`config.mk`:
```
export PLATFORM = sky130hd
export DESIGN_NAME = bounded_list_engine_unit
export DESIGN_NICKNAME = d
export VERILOG_FILES = /design/src/design/ble_pkg.sv /design/src/design/ble_cmp.sv /design/src/design/bounded_list_engine_unit.sv
export SDC_FILE = /design/constraint.sdc
export NUM_CORES = 2
export LEC_CHECK = 0
export BUFFER_PORTS_ARGS = -buffer_cell sky130_fd_sc_hd__buf_2
export CAP_MARGIN = 20
export CELL_PAD_IN_SITES_DETAIL_PLACEMENT = 0
export CELL_PAD_IN_SITES_GLOBAL_PLACEMENT = 2
export CORE_MARGIN = 3
export CORE_UTILIZATION = 51
export CTS_CLUSTER_SIZE = 20
export DETAILED_ROUTE_END_ITERATION = 8
export PLACE_DENSITY = 0.83
export SYNTH_ARGS = -nofsm -noshare
export SYNTH_HDL_FRONTEND = slang
export SYNTH_SLANG_ARGS = --single-unit
```
`constraint.sdc`:
```
create_clock -name clk -period 10.1 [get_ports clk]
set_clock_uncertainty 0.15 [all_clocks]
set_input_delay 0.505 -clock clk [delete_from_list [all_inputs] [get_ports clk]]
set_output_delay 0.505 -clock clk [all_outputs]
set_load 0.05 [all_outputs]
```
`src/design/ble_pkg.sv`:
```
package ble_pkg;

  localparam int DefCapacity = 64;

  localparam int OpWidth     = 4;
  localparam int ValueWidth  = 32;
  localparam int PosWidth    = 6;
  localparam int StatusWidth = 2;
  localparam int LenWidth    = 7;

  typedef enum logic [OpWidth-1:0] {
    OP_PUSH_HEAD = 4'd0,
    OP_PUSH_TAIL = 4'd1,
    OP_PUSH_BOTH = 4'd2,
    OP_POP_HEAD  = 4'd3,
    OP_POP_TAIL  = 4'd4,
    OP_POP_BOTH  = 4'd5,
    OP_INSERT    = 4'd6,
    OP_COUNT     = 4'd7,
    OP_CONTAINS  = 4'd8,
    OP_IS_SORTED = 4'd9,
    OP_SORT      = 4'd10,
    OP_READ      = 4'd11
  } op_t;

  typedef enum logic [StatusWidth-1:0] {
    ST_OK    = 2'd0,
    ST_FULL  = 2'd1,
    ST_EMPTY = 2'd2,
    ST_RANGE = 2'd3
  } status_t;

endpackage

```
`src/design/ble_cmp.sv`:
```
// shared signed comparator used by every walk of the sequencer
module ble_cmp
  import ble_pkg::*;
(
  input  logic [ValueWidth-1:0] a,
  input  logic [ValueWidth-1:0] b,
  output logic                  eq,
  output logic                  gt
);
  assign eq = (a == b);
  assign gt = ($signed(a) > $signed(b));
endmodule

```
`src/design/bounded_list_engine_unit.sv`:
```
// bounded deque of signed 32-bit words with sorted insert, search and sort.
// one command is taken at a time; in_ready drops from the input transfer until
// the cycle after the result is transferred out. push, pop, ignored commands
// and unused opcodes go straight to the result, and a read makes one store
// access. count, contains, is-sorted and sorted insert walk the live entries
// at most once through the store with registered read, one read per entry
// visited. sorted insert walks to the insertion point, then shifts the rest
// back one entry at a time. sort is insertion sort. the store has one read and
// one write port and one comparator serves every walk. entries are never
// cleared; results are only taken from live slots.
module bounded_list_engine_unit
  import ble_pkg::*;
#(
  parameter int CAPACITY = DefCapacity
) (
  input  logic                          clk,
  input  logic                          rst,
  input  logic                          in_valid,
  output logic                          in_ready,
  input  logic [OpWidth-1:0]            opcode,
  input  logic signed [ValueWidth-1:0]  value,
  input  logic [PosWidth-1:0]           position,
  output logic                          out_valid,
  input  logic                          out_ready,
  output logic [StatusWidth-1:0]        status,
  output logic signed [ValueWidth-1:0]  answer,
  output logic [LenWidth-1:0]           length
);

  localparam int AW = $clog2(CAPACITY);
  localparam int CW = $clog2(CAPACITY + 1);

  typedef enum logic [3:0] {
    S_IDLE, S_RD, S_RDW, S_EVAL, S_SH_RD, S_SH_RDW, S_SH_WR,
    S_SO_KEY, S_SO_KEYW, S_SO_RD, S_SO_RDW, S_SO_EVAL, S_DONE
  } state_t;

  state_t               state;
  logic [ValueWidth-1:0] mem [CAPACITY];
  logic [ValueWidth-1:0] rdata;
  logic [AW-1:0]        raddr;
  logic                 we;
  logic [AW-1:0]        waddr;
  logic [ValueWidth-1:0] wdata;

  logic [AW-1:0]        head;
  logic [CW-1:0]        count;
  op_t                  op;
  logic [ValueWidth-1:0] val;
  logic [ValueWidth-1:0] prev;
  logic [ValueWidth-1:0] key;
  logic [CW-1:0]        idx;
  logic [CW-1:0]        jdx;
  logic [CW-1:0]        acc;

  logic cmp_eq, cmp_gt;
  logic [ValueWidth-1:0] cmp_a, cmp_b;

  // single store port pair
  always_ff @(posedge clk) begin
    if (we) mem[waddr] <= wdata;
    rdata <= mem[raddr];
  end

  // logical index to physical slot, wrapping modulo capacity
  function automatic logic [AW-1:0] slot(input logic [AW-1:0] h, input logic [CW-1:0] i);
    logic [CW:0] s;
    s = {{(CW+1-AW){1'b0}}, h} + {1'b0, i};
    if (s >= (CW+1)'(CAPACITY)) s = s - (CW+1)'(CAPACITY);
    return s[AW-1:0];
  endfunction

  // comparator operands depend on which walk is running
  always_comb begin
    cmp_a = rdata;
    cmp_b = val;
    if (op == OP_IS_SORTED) begin
      cmp_a = prev;
      cmp_b = rdata;
    end else if (op == OP_SORT) begin
      cmp_a = rdata;
      cmp_b = key;
    end
  end

  ble_cmp u_cmp (.a(cmp_a), .b(cmp_b), .eq(cmp_eq), .gt(cmp_gt));

  assign in_ready = (state == S_IDLE) && !out_valid;
  assign length   = LenWidth'(count);

  always_comb begin
    we    = 1'b0;
    waddr = '0;
    wdata = val;
    raddr = slot(head, idx);
    // hold the shift source address until its word has been registered
    if (state == S_SH_RD || state == S_SH_RDW) raddr = slot(head, jdx - 1'b1);
    if (state == S_SO_RD || state == S_SO_RDW) raddr = slot(head, jdx - 1'b1);
    if (state == S_SO_KEY) raddr = slot(head, idx);
    if (state == S_IDLE && in_valid && in_ready) begin
      unique case (op_t'(opcode))
        OP_PUSH_HEAD: begin
          we = (count < CW'(CAPACITY));
          waddr = slot(head, CW'(CAPACITY - 1));
          wdata = value;
        end
        OP_PUSH_TAIL: begin
          we = (count < CW'(CAPACITY));
          waddr = slot(head, count);
          wdata = value;
        end
        OP_PUSH_BOTH: begin
          we = ({1'b0, count} + 1'b1 < (CW+1)'(CAPACITY));
          waddr = slot(head, CW'(CAPACITY - 1));
          wdata = value;
        end
        default: ;
      endcase
    end
    if (state == S_DONE && op == OP_PUSH_BOTH && idx == '0) begin
      we = 1'b1;
      waddr = slot(head, count - 1'b1);
    end
    // insert word lands at its slot once the walk and shift are finished
    if (state == S_DONE && op == OP_INSERT && status == ST_OK) begin
      we = 1'b1;
      waddr = slot(head, idx);
    end
    if (state == S_SH_WR) begin
      we = 1'b1;
      waddr = slot(head, jdx);
      wdata = rdata;
    end
    if (state == S_SO_EVAL) begin
      we = 1'b1;
      waddr = slot(head, jdx);
      wdata = (cmp_gt && jdx != '0) ? rdata : key;
    end
  end

  always_ff @(posedge clk) begin
    if (rst) begin
      state     <= S_IDLE;
      head      <= '0;
      count     <= '0;
      out_valid <= 1'b0;
      op        <= OP_READ;
    end else begin
      if (state == S_DONE) out_valid <= 1'b1;
      else if (out_valid && out_ready) out_valid <= 1'b0;
      unique case (state)
        S_IDLE: begin
          if (in_valid && in_ready) begin
            op  <= op_t'(opcode);
            val <= value;
            acc <= '0;
            unique case (op_t'(opcode))
              OP_PUSH_HEAD, OP_PUSH_TAIL: begin
                idx    <= '0;
                answer <= '0;
                state  <= S_DONE;
                if (count >= CW'(CAPACITY)) status <= ST_FULL;
                else begin
                  status <= ST_OK;
                  count  <= count + 1'b1;
                  if (opcode == OP_PUSH_HEAD) head <= slot(head, CW'(CAPACITY - 1));
                end
              end
              OP_PUSH_BOTH: begin
                answer <= '0;
                state  <= S_DONE;
                if ({1'b0, count} + 2'd2 > (CW+1)'(CAPACITY)) begin
                  status <= ST_FULL;
                  idx    <= CW'(1);
                end else begin
                  status <= ST_OK;
                  idx    <= '0;
                  head   <= slot(head, CW'(CAPACITY - 1));
                  count  <= count + 2'd2;
                end
              end
              OP_POP_HEAD, OP_POP_TAIL, OP_POP_BOTH: begin
                idx    <= '0;
                answer <= '0;
                state  <= S_DONE;
                if (count == '0) status <= ST_EMPTY;
                else begin
                  status <= ST_OK;
                  if (opcode == OP_POP_TAIL) count <= count - 1'b1;
                  else begin
                    head <= slot(head, CW'(1));
                    if (opcode == OP_POP_BOTH && count > CW'(1)) count <= count - 2'd2;
                    else count <= count - 1'b1;
                  end
                end
              end
              OP_INSERT: begin
                idx    <= '0;
                answer <= '0;
                if (count >= CW'(CAPACITY)) begin
                  status <= ST_FULL;
                  state  <= S_DONE;
                end else begin
                  status <= ST_OK;
                  state  <= S_RD;
                end
              end
              OP_COUNT, OP_CONTAINS: begin
                idx    <= '0;
                answer <= '0;
                status <= ST_OK;
                state  <= S_RD;
              end
              OP_IS_SORTED: begin
                idx    <= '0;
                answer <= 32'sd1;
                status <= ST_OK;
                if (count > CW'(1)) state <= S_RD;
                else state <= S_DONE;
              end
              OP_SORT: begin
                idx    <= CW'(1);
                answer <= '0;
                status <= ST_OK;
                if (count > CW'(1)) state <= S_SO_KEY;
                else state <= S_DONE;
              end
              OP_READ: begin
                answer <= '0;
                if (CW'(position) >= count) begin
                  status <= ST_RANGE;
                  idx    <= '0;
                  state  <= S_DONE;
                end else begin
                  status <= ST_OK;
                  idx    <= CW'(position);
                  state  <= S_RD;
                end
              end
              default: begin
                idx    <= '0;
                answer <= '0;
                status <= ST_OK;
                state  <= S_DONE;
              end
            endcase
          end
        end
        S_RD: state <= S_RDW;
        S_RDW: state <= S_EVAL;
        S_EVAL: begin
          unique case (op)
            OP_READ: begin
              answer <= rdata;
              state  <= S_DONE;
            end
            OP_COUNT: begin
              if (idx >= count) begin
                answer <= ValueWidth'(acc);
                state  <= S_DONE;
              end else begin
                if (cmp_eq) acc <= acc + 1'b1;
                idx   <= idx + 1'b1;
                state <= S_RD;
              end
            end
            OP_CONTAINS: begin
              if (idx >= count) state <= S_DONE;
              else if (cmp_eq) begin
                answer <= 32'sd1;
                state  <= S_DONE;
              end else begin
                idx   <= idx + 1'b1;
                state <= S_RD;
              end
            end
            OP_IS_SORTED: begin
              prev <= rdata;
              if (idx != '0 && cmp_gt) begin
                answer <= '0;
                state  <= S_DONE;
              end else if (idx + 1'b1 >= count) state <= S_DONE;
              else begin
                idx   <= idx + 1'b1;
                state <= S_RD;
              end
            end
            default: begin
              // sorted insert: stop at first entry greater than the word
              if (idx >= count || cmp_gt) begin
                jdx <= count;
                if (idx == count) begin
                  count <= count + 1'b1;
                  state <= S_DONE;
                end else state <= S_SH_RD;
              end else begin
                idx   <= idx + 1'b1;
                state <= S_RD;
              end
            end
          endcase
        end
        S_SH_RD: state <= S_SH_RDW;
        S_SH_RDW: state <= S_SH_WR;
        S_SH_WR: begin
          jdx <= jdx - 1'b1;
          if (jdx - 1'b1 == idx) begin
            count <= count + 1'b1;
            state <= S_DONE;
          end else state <= S_SH_RD;
        end
        S_SO_KEY: state <= S_SO_KEYW;
        S_SO_KEYW: begin
          key   <= rdata;
          jdx   <= idx;
          state <= S_SO_RD;
        end
        S_SO_RD: state <= S_SO_RDW;
        S_SO_RDW: state <= S_SO_EVAL;
        S_SO_EVAL: begin
          if (cmp_gt && jdx != '0) begin
            jdx <= jdx - 1'b1;
            if (jdx - 1'b1 == '0) state <= S_SO_EVAL;
            else state <= S_SO_RD;
          end else if (idx + 1'b1 >= count) state <= S_DONE;
          else begin
            idx   <= idx + 1'b1;
            state <= S_SO_KEY;
          end
        end
        S_DONE: begin
          // final write of the insert word at its place, and of the tail copy of a push-both
          state <= S_IDLE;
        end
        default: state <= S_IDLE;
      endcase
    end
  end

endmodule

```
==> out/metrics.yaml <==
outcome: "completed"
ir_drop_mv: 0.4890
critical_path.most_common_cell: "buf_4"
drc_errors: 0
max-slew-margin-rel: 0.2637
core_area_sq_um: 179000
antenna_found_initial: 4
dr_total_vias: 56860
total_i_o_pin_count: 89
ys_dominant_reg_cell: "edfxtp_1"
most_used_cells_in_the_layout_excluding_fill_and_tap_cells: "edfxtp_1, nand2_1, a21oi_1"
drt_pass1_iterations: 6
cp_cell_sequence: "nor3b_1 > and2_4 > buf_4 > nor2_1 > a21oi_1 > ha_1 > a21o_1 > a21o_1 > a211o_1 > o211ai_1 > nand3_1 > or4b_2 > nand3b_1 > buf_4 > mux2i_1 > mux2i_4 > buf_4"
fin_util: 0.5798
post-route-period-util: 0.6622
grt_pass1_wl_um: 408000
numCtsBuffers: 218
number_of_global_route_vias_before_repair: 53660
antenna_diodes: 0
worst-path-max-fanout: 76
setup_repair_after_global_routing_missed_its_margin: "false"
setup.worst_path.class: "flip-flop to flip-flop"
timing.hold.worst.start: "opcode[3]"
global_route_usage_over_all_layers: 0.3101
end_kind: "flip-flop"
synth-seq-cells: 2253
post_cts.resized_instances: 0
cts_post_setup_buffers_inserted: 0
vias_per_cell: 6.680
wl_per_cell_um: 34.09
max-cap-violations: 0
grt_overflow: 0
initial_core_util: 0.5149
cp_data_arrival_time_ns: 7.09
fp.dieArea_sq_um: 185900
p_leak_nw: 34.21
synthArstFlopShare: 0
fillCellCount: 13520
place_congestion: 0.8506
ctsRootBufferMaster: "clkbuf_16"
totalWireLength_um: 290200
synth_enable_flop_cells: 2199
slowest_stage: "buf_4"
numClockSinks: 2253
synthCells: 5797
die_w_um: 431.1
timing.rr.start: "op[3]"
fin_ws_ns: 3.412
synth.avg_cell_area_sq_um: 15.90
finalNetCount: 6114
fin_tns_setup_ns: 0
cp-startpoint: "op[3]"
final_layout_size_suffix_gt1_frac: 0.1551
critical_path.max_stage_delay_ns: 0.71
synth.yosys.seq_area_share: 0.7282
netlist-cell-type-count: 88
die_h_um: 431.1
required_ns: 10.50
min-delay-path-class: "primary input to flip-flop"
drt.antenna.violating_nets: 0
grt_max_degree: 101
final.hold.worst_slack_ns: 0.1221
place_hpwl_um: 155700
post-place-ws_ns: 3.542
worstSetupStartpointType: "flip-flop"
total_power_density_per_cell_area_nw_per_um2: 362.2
max_slew_violation_total_from_the_final_report: 0
rows: 155
insertion_delay_ns: 0.87
synth_warn: 0
clkSlewWorstSetupHoldPaths_ns: 0.06
drt-initial-drc-count: 8000
flow.area_growth_from_synthesis_pct: 12.60
buffer_depth_of_the_longest_clock_path: 3
timing.final.setup_violations: 0
synth_fp_nets: 5941
report.final.hold_viol_count: 0
synth.cell_area_sq_um: 92170
tightestPinTransition_ns: 1.104
cts_tree: "yes"
htreeDepth: 4
port-buffer-count: 88
max_freq_mhz: 149.5
layout.cells.most_common: "edfxtp_1"
layout_min_cycle_time_ns: 6.688
[power by group]
group          switching, W  total, W  internal [W]
combinational        0.0121    0.0180       0.00583
clock               0.00349   0.00806       0.00456
sequential         0.000434    0.0116        0.0111
total                0.0161    0.0376        0.0215
[metal layers]
metal | wire length, um | up-vias | share of wire | GRT usage
met5 | 0 | - | 0 | 0
met4 | 10050 | 0 | 0.035 | 0.1007
met3 | 32410 | 528 | 0.11 | 0.06814
met2 | 135400 | 3463 | 0.47 | 0.4872
met1 | 112300 | 29520 | 0.39 | 0.4348
li1 | - | 23350 | - | -
[state kept, by name, summed over array words and instances (netlist names)]
signal     cells
acc            7
answer        32
head           6
idx            7
jdx            7
key           32
length         7
mem         2048
op             4
out_valid      1
prev          32
rdata         32
state          4
status         2
val           32
[path summary, 6_finish.rpt]
| path | end | slack [ns] | cells after the start |
|---|---|---|---|
| hold reg to reg | op[2] | 0.38 | 2 |
| hold / removal | answer[0] | 0.12 | 3 |
| setup / recovery | mem[51][25] | 3.41 | 17 |
| setup reg to reg | mem[51][25] | 3.41 | 17 |
[cells by family after synthesis]
logic type / Yosys count / synth area share
xor gates and xnor gates: 59 / 0.005607
adders and majority gates: 99 / 0.01382
muxes: 484 / 0.08286
buffers and inverters: 406 / 0.02153
AOI/OAI and AO/OA: 1089 / 0.07964
and+or+nand+nor: 1407 / 0.06838
DFF: 2253 / 0.7282
[per-stage QoR]
| step | cell area (sq um) | instances | power [W] |
|---|---|---|---|
| final | 103800 | 8512 | 0.03759 |
| after floorplan | 92170 | 5797 | 0.02307 |
| after global placement | 96280 | 8055 | 0.02919 |
| after CTS | 103700 | 8508 | 0.03733 |
| after detailed placement | 96280 | 8056 | 0.02932 |
| after global routing | 103800 | 8512 | 0.03899 |
[layout make-up]
type | count | area, sq um | share of cell area
sequential | 2253 | 67110 | 0.6467
multi-input combinational | 3138 | 24100 | 0.2322
clock buffer | 301 | 5941 | 0.05724
tap | 2355 | 2947 | 0.02839
timing repair buffer | 323 | 2472 | 0.02382
clock inverter | 106 | 1070 | 0.01031
inverter | 36 | 135.1 | 0.001302
[synthesized netlist by cell type (116+ instances only)]
library cell / number / area share
a21oi_1: 244 / 0.013
a221oi_1: 126 / 0.012
a31oi_1: 116 / 0.0079
and3_1: 131 / 0.0089
clkbuf_1: 168 / 0.0068
edfxtp_1: 2199 / 0.72
mux2i_1: 259 / 0.028
mux4_2: 223 / 0.054
nand2_1: 734 / 0.030
nand3_1: 118 / 0.0064
nor2_1: 196 / 0.0080
o21ai_0: 161 / 0.0087
[critical path: cells and delay by family (launching register included)]
kind	cells	cell delay, ns
flops	1	0.44
simple gates	6	2.16
mux	2	0.43
fa+ha+maj	1	0.26
buf+inv	3	1.90
compound gates	5	0.88
[what timing repair did]
action                     CTS  global route
hold buffers                45             0
hold endpoints to repair    43             0
setup endpoints to repair    0             0
Note: power is estimated with default switching activity, not from simulation.
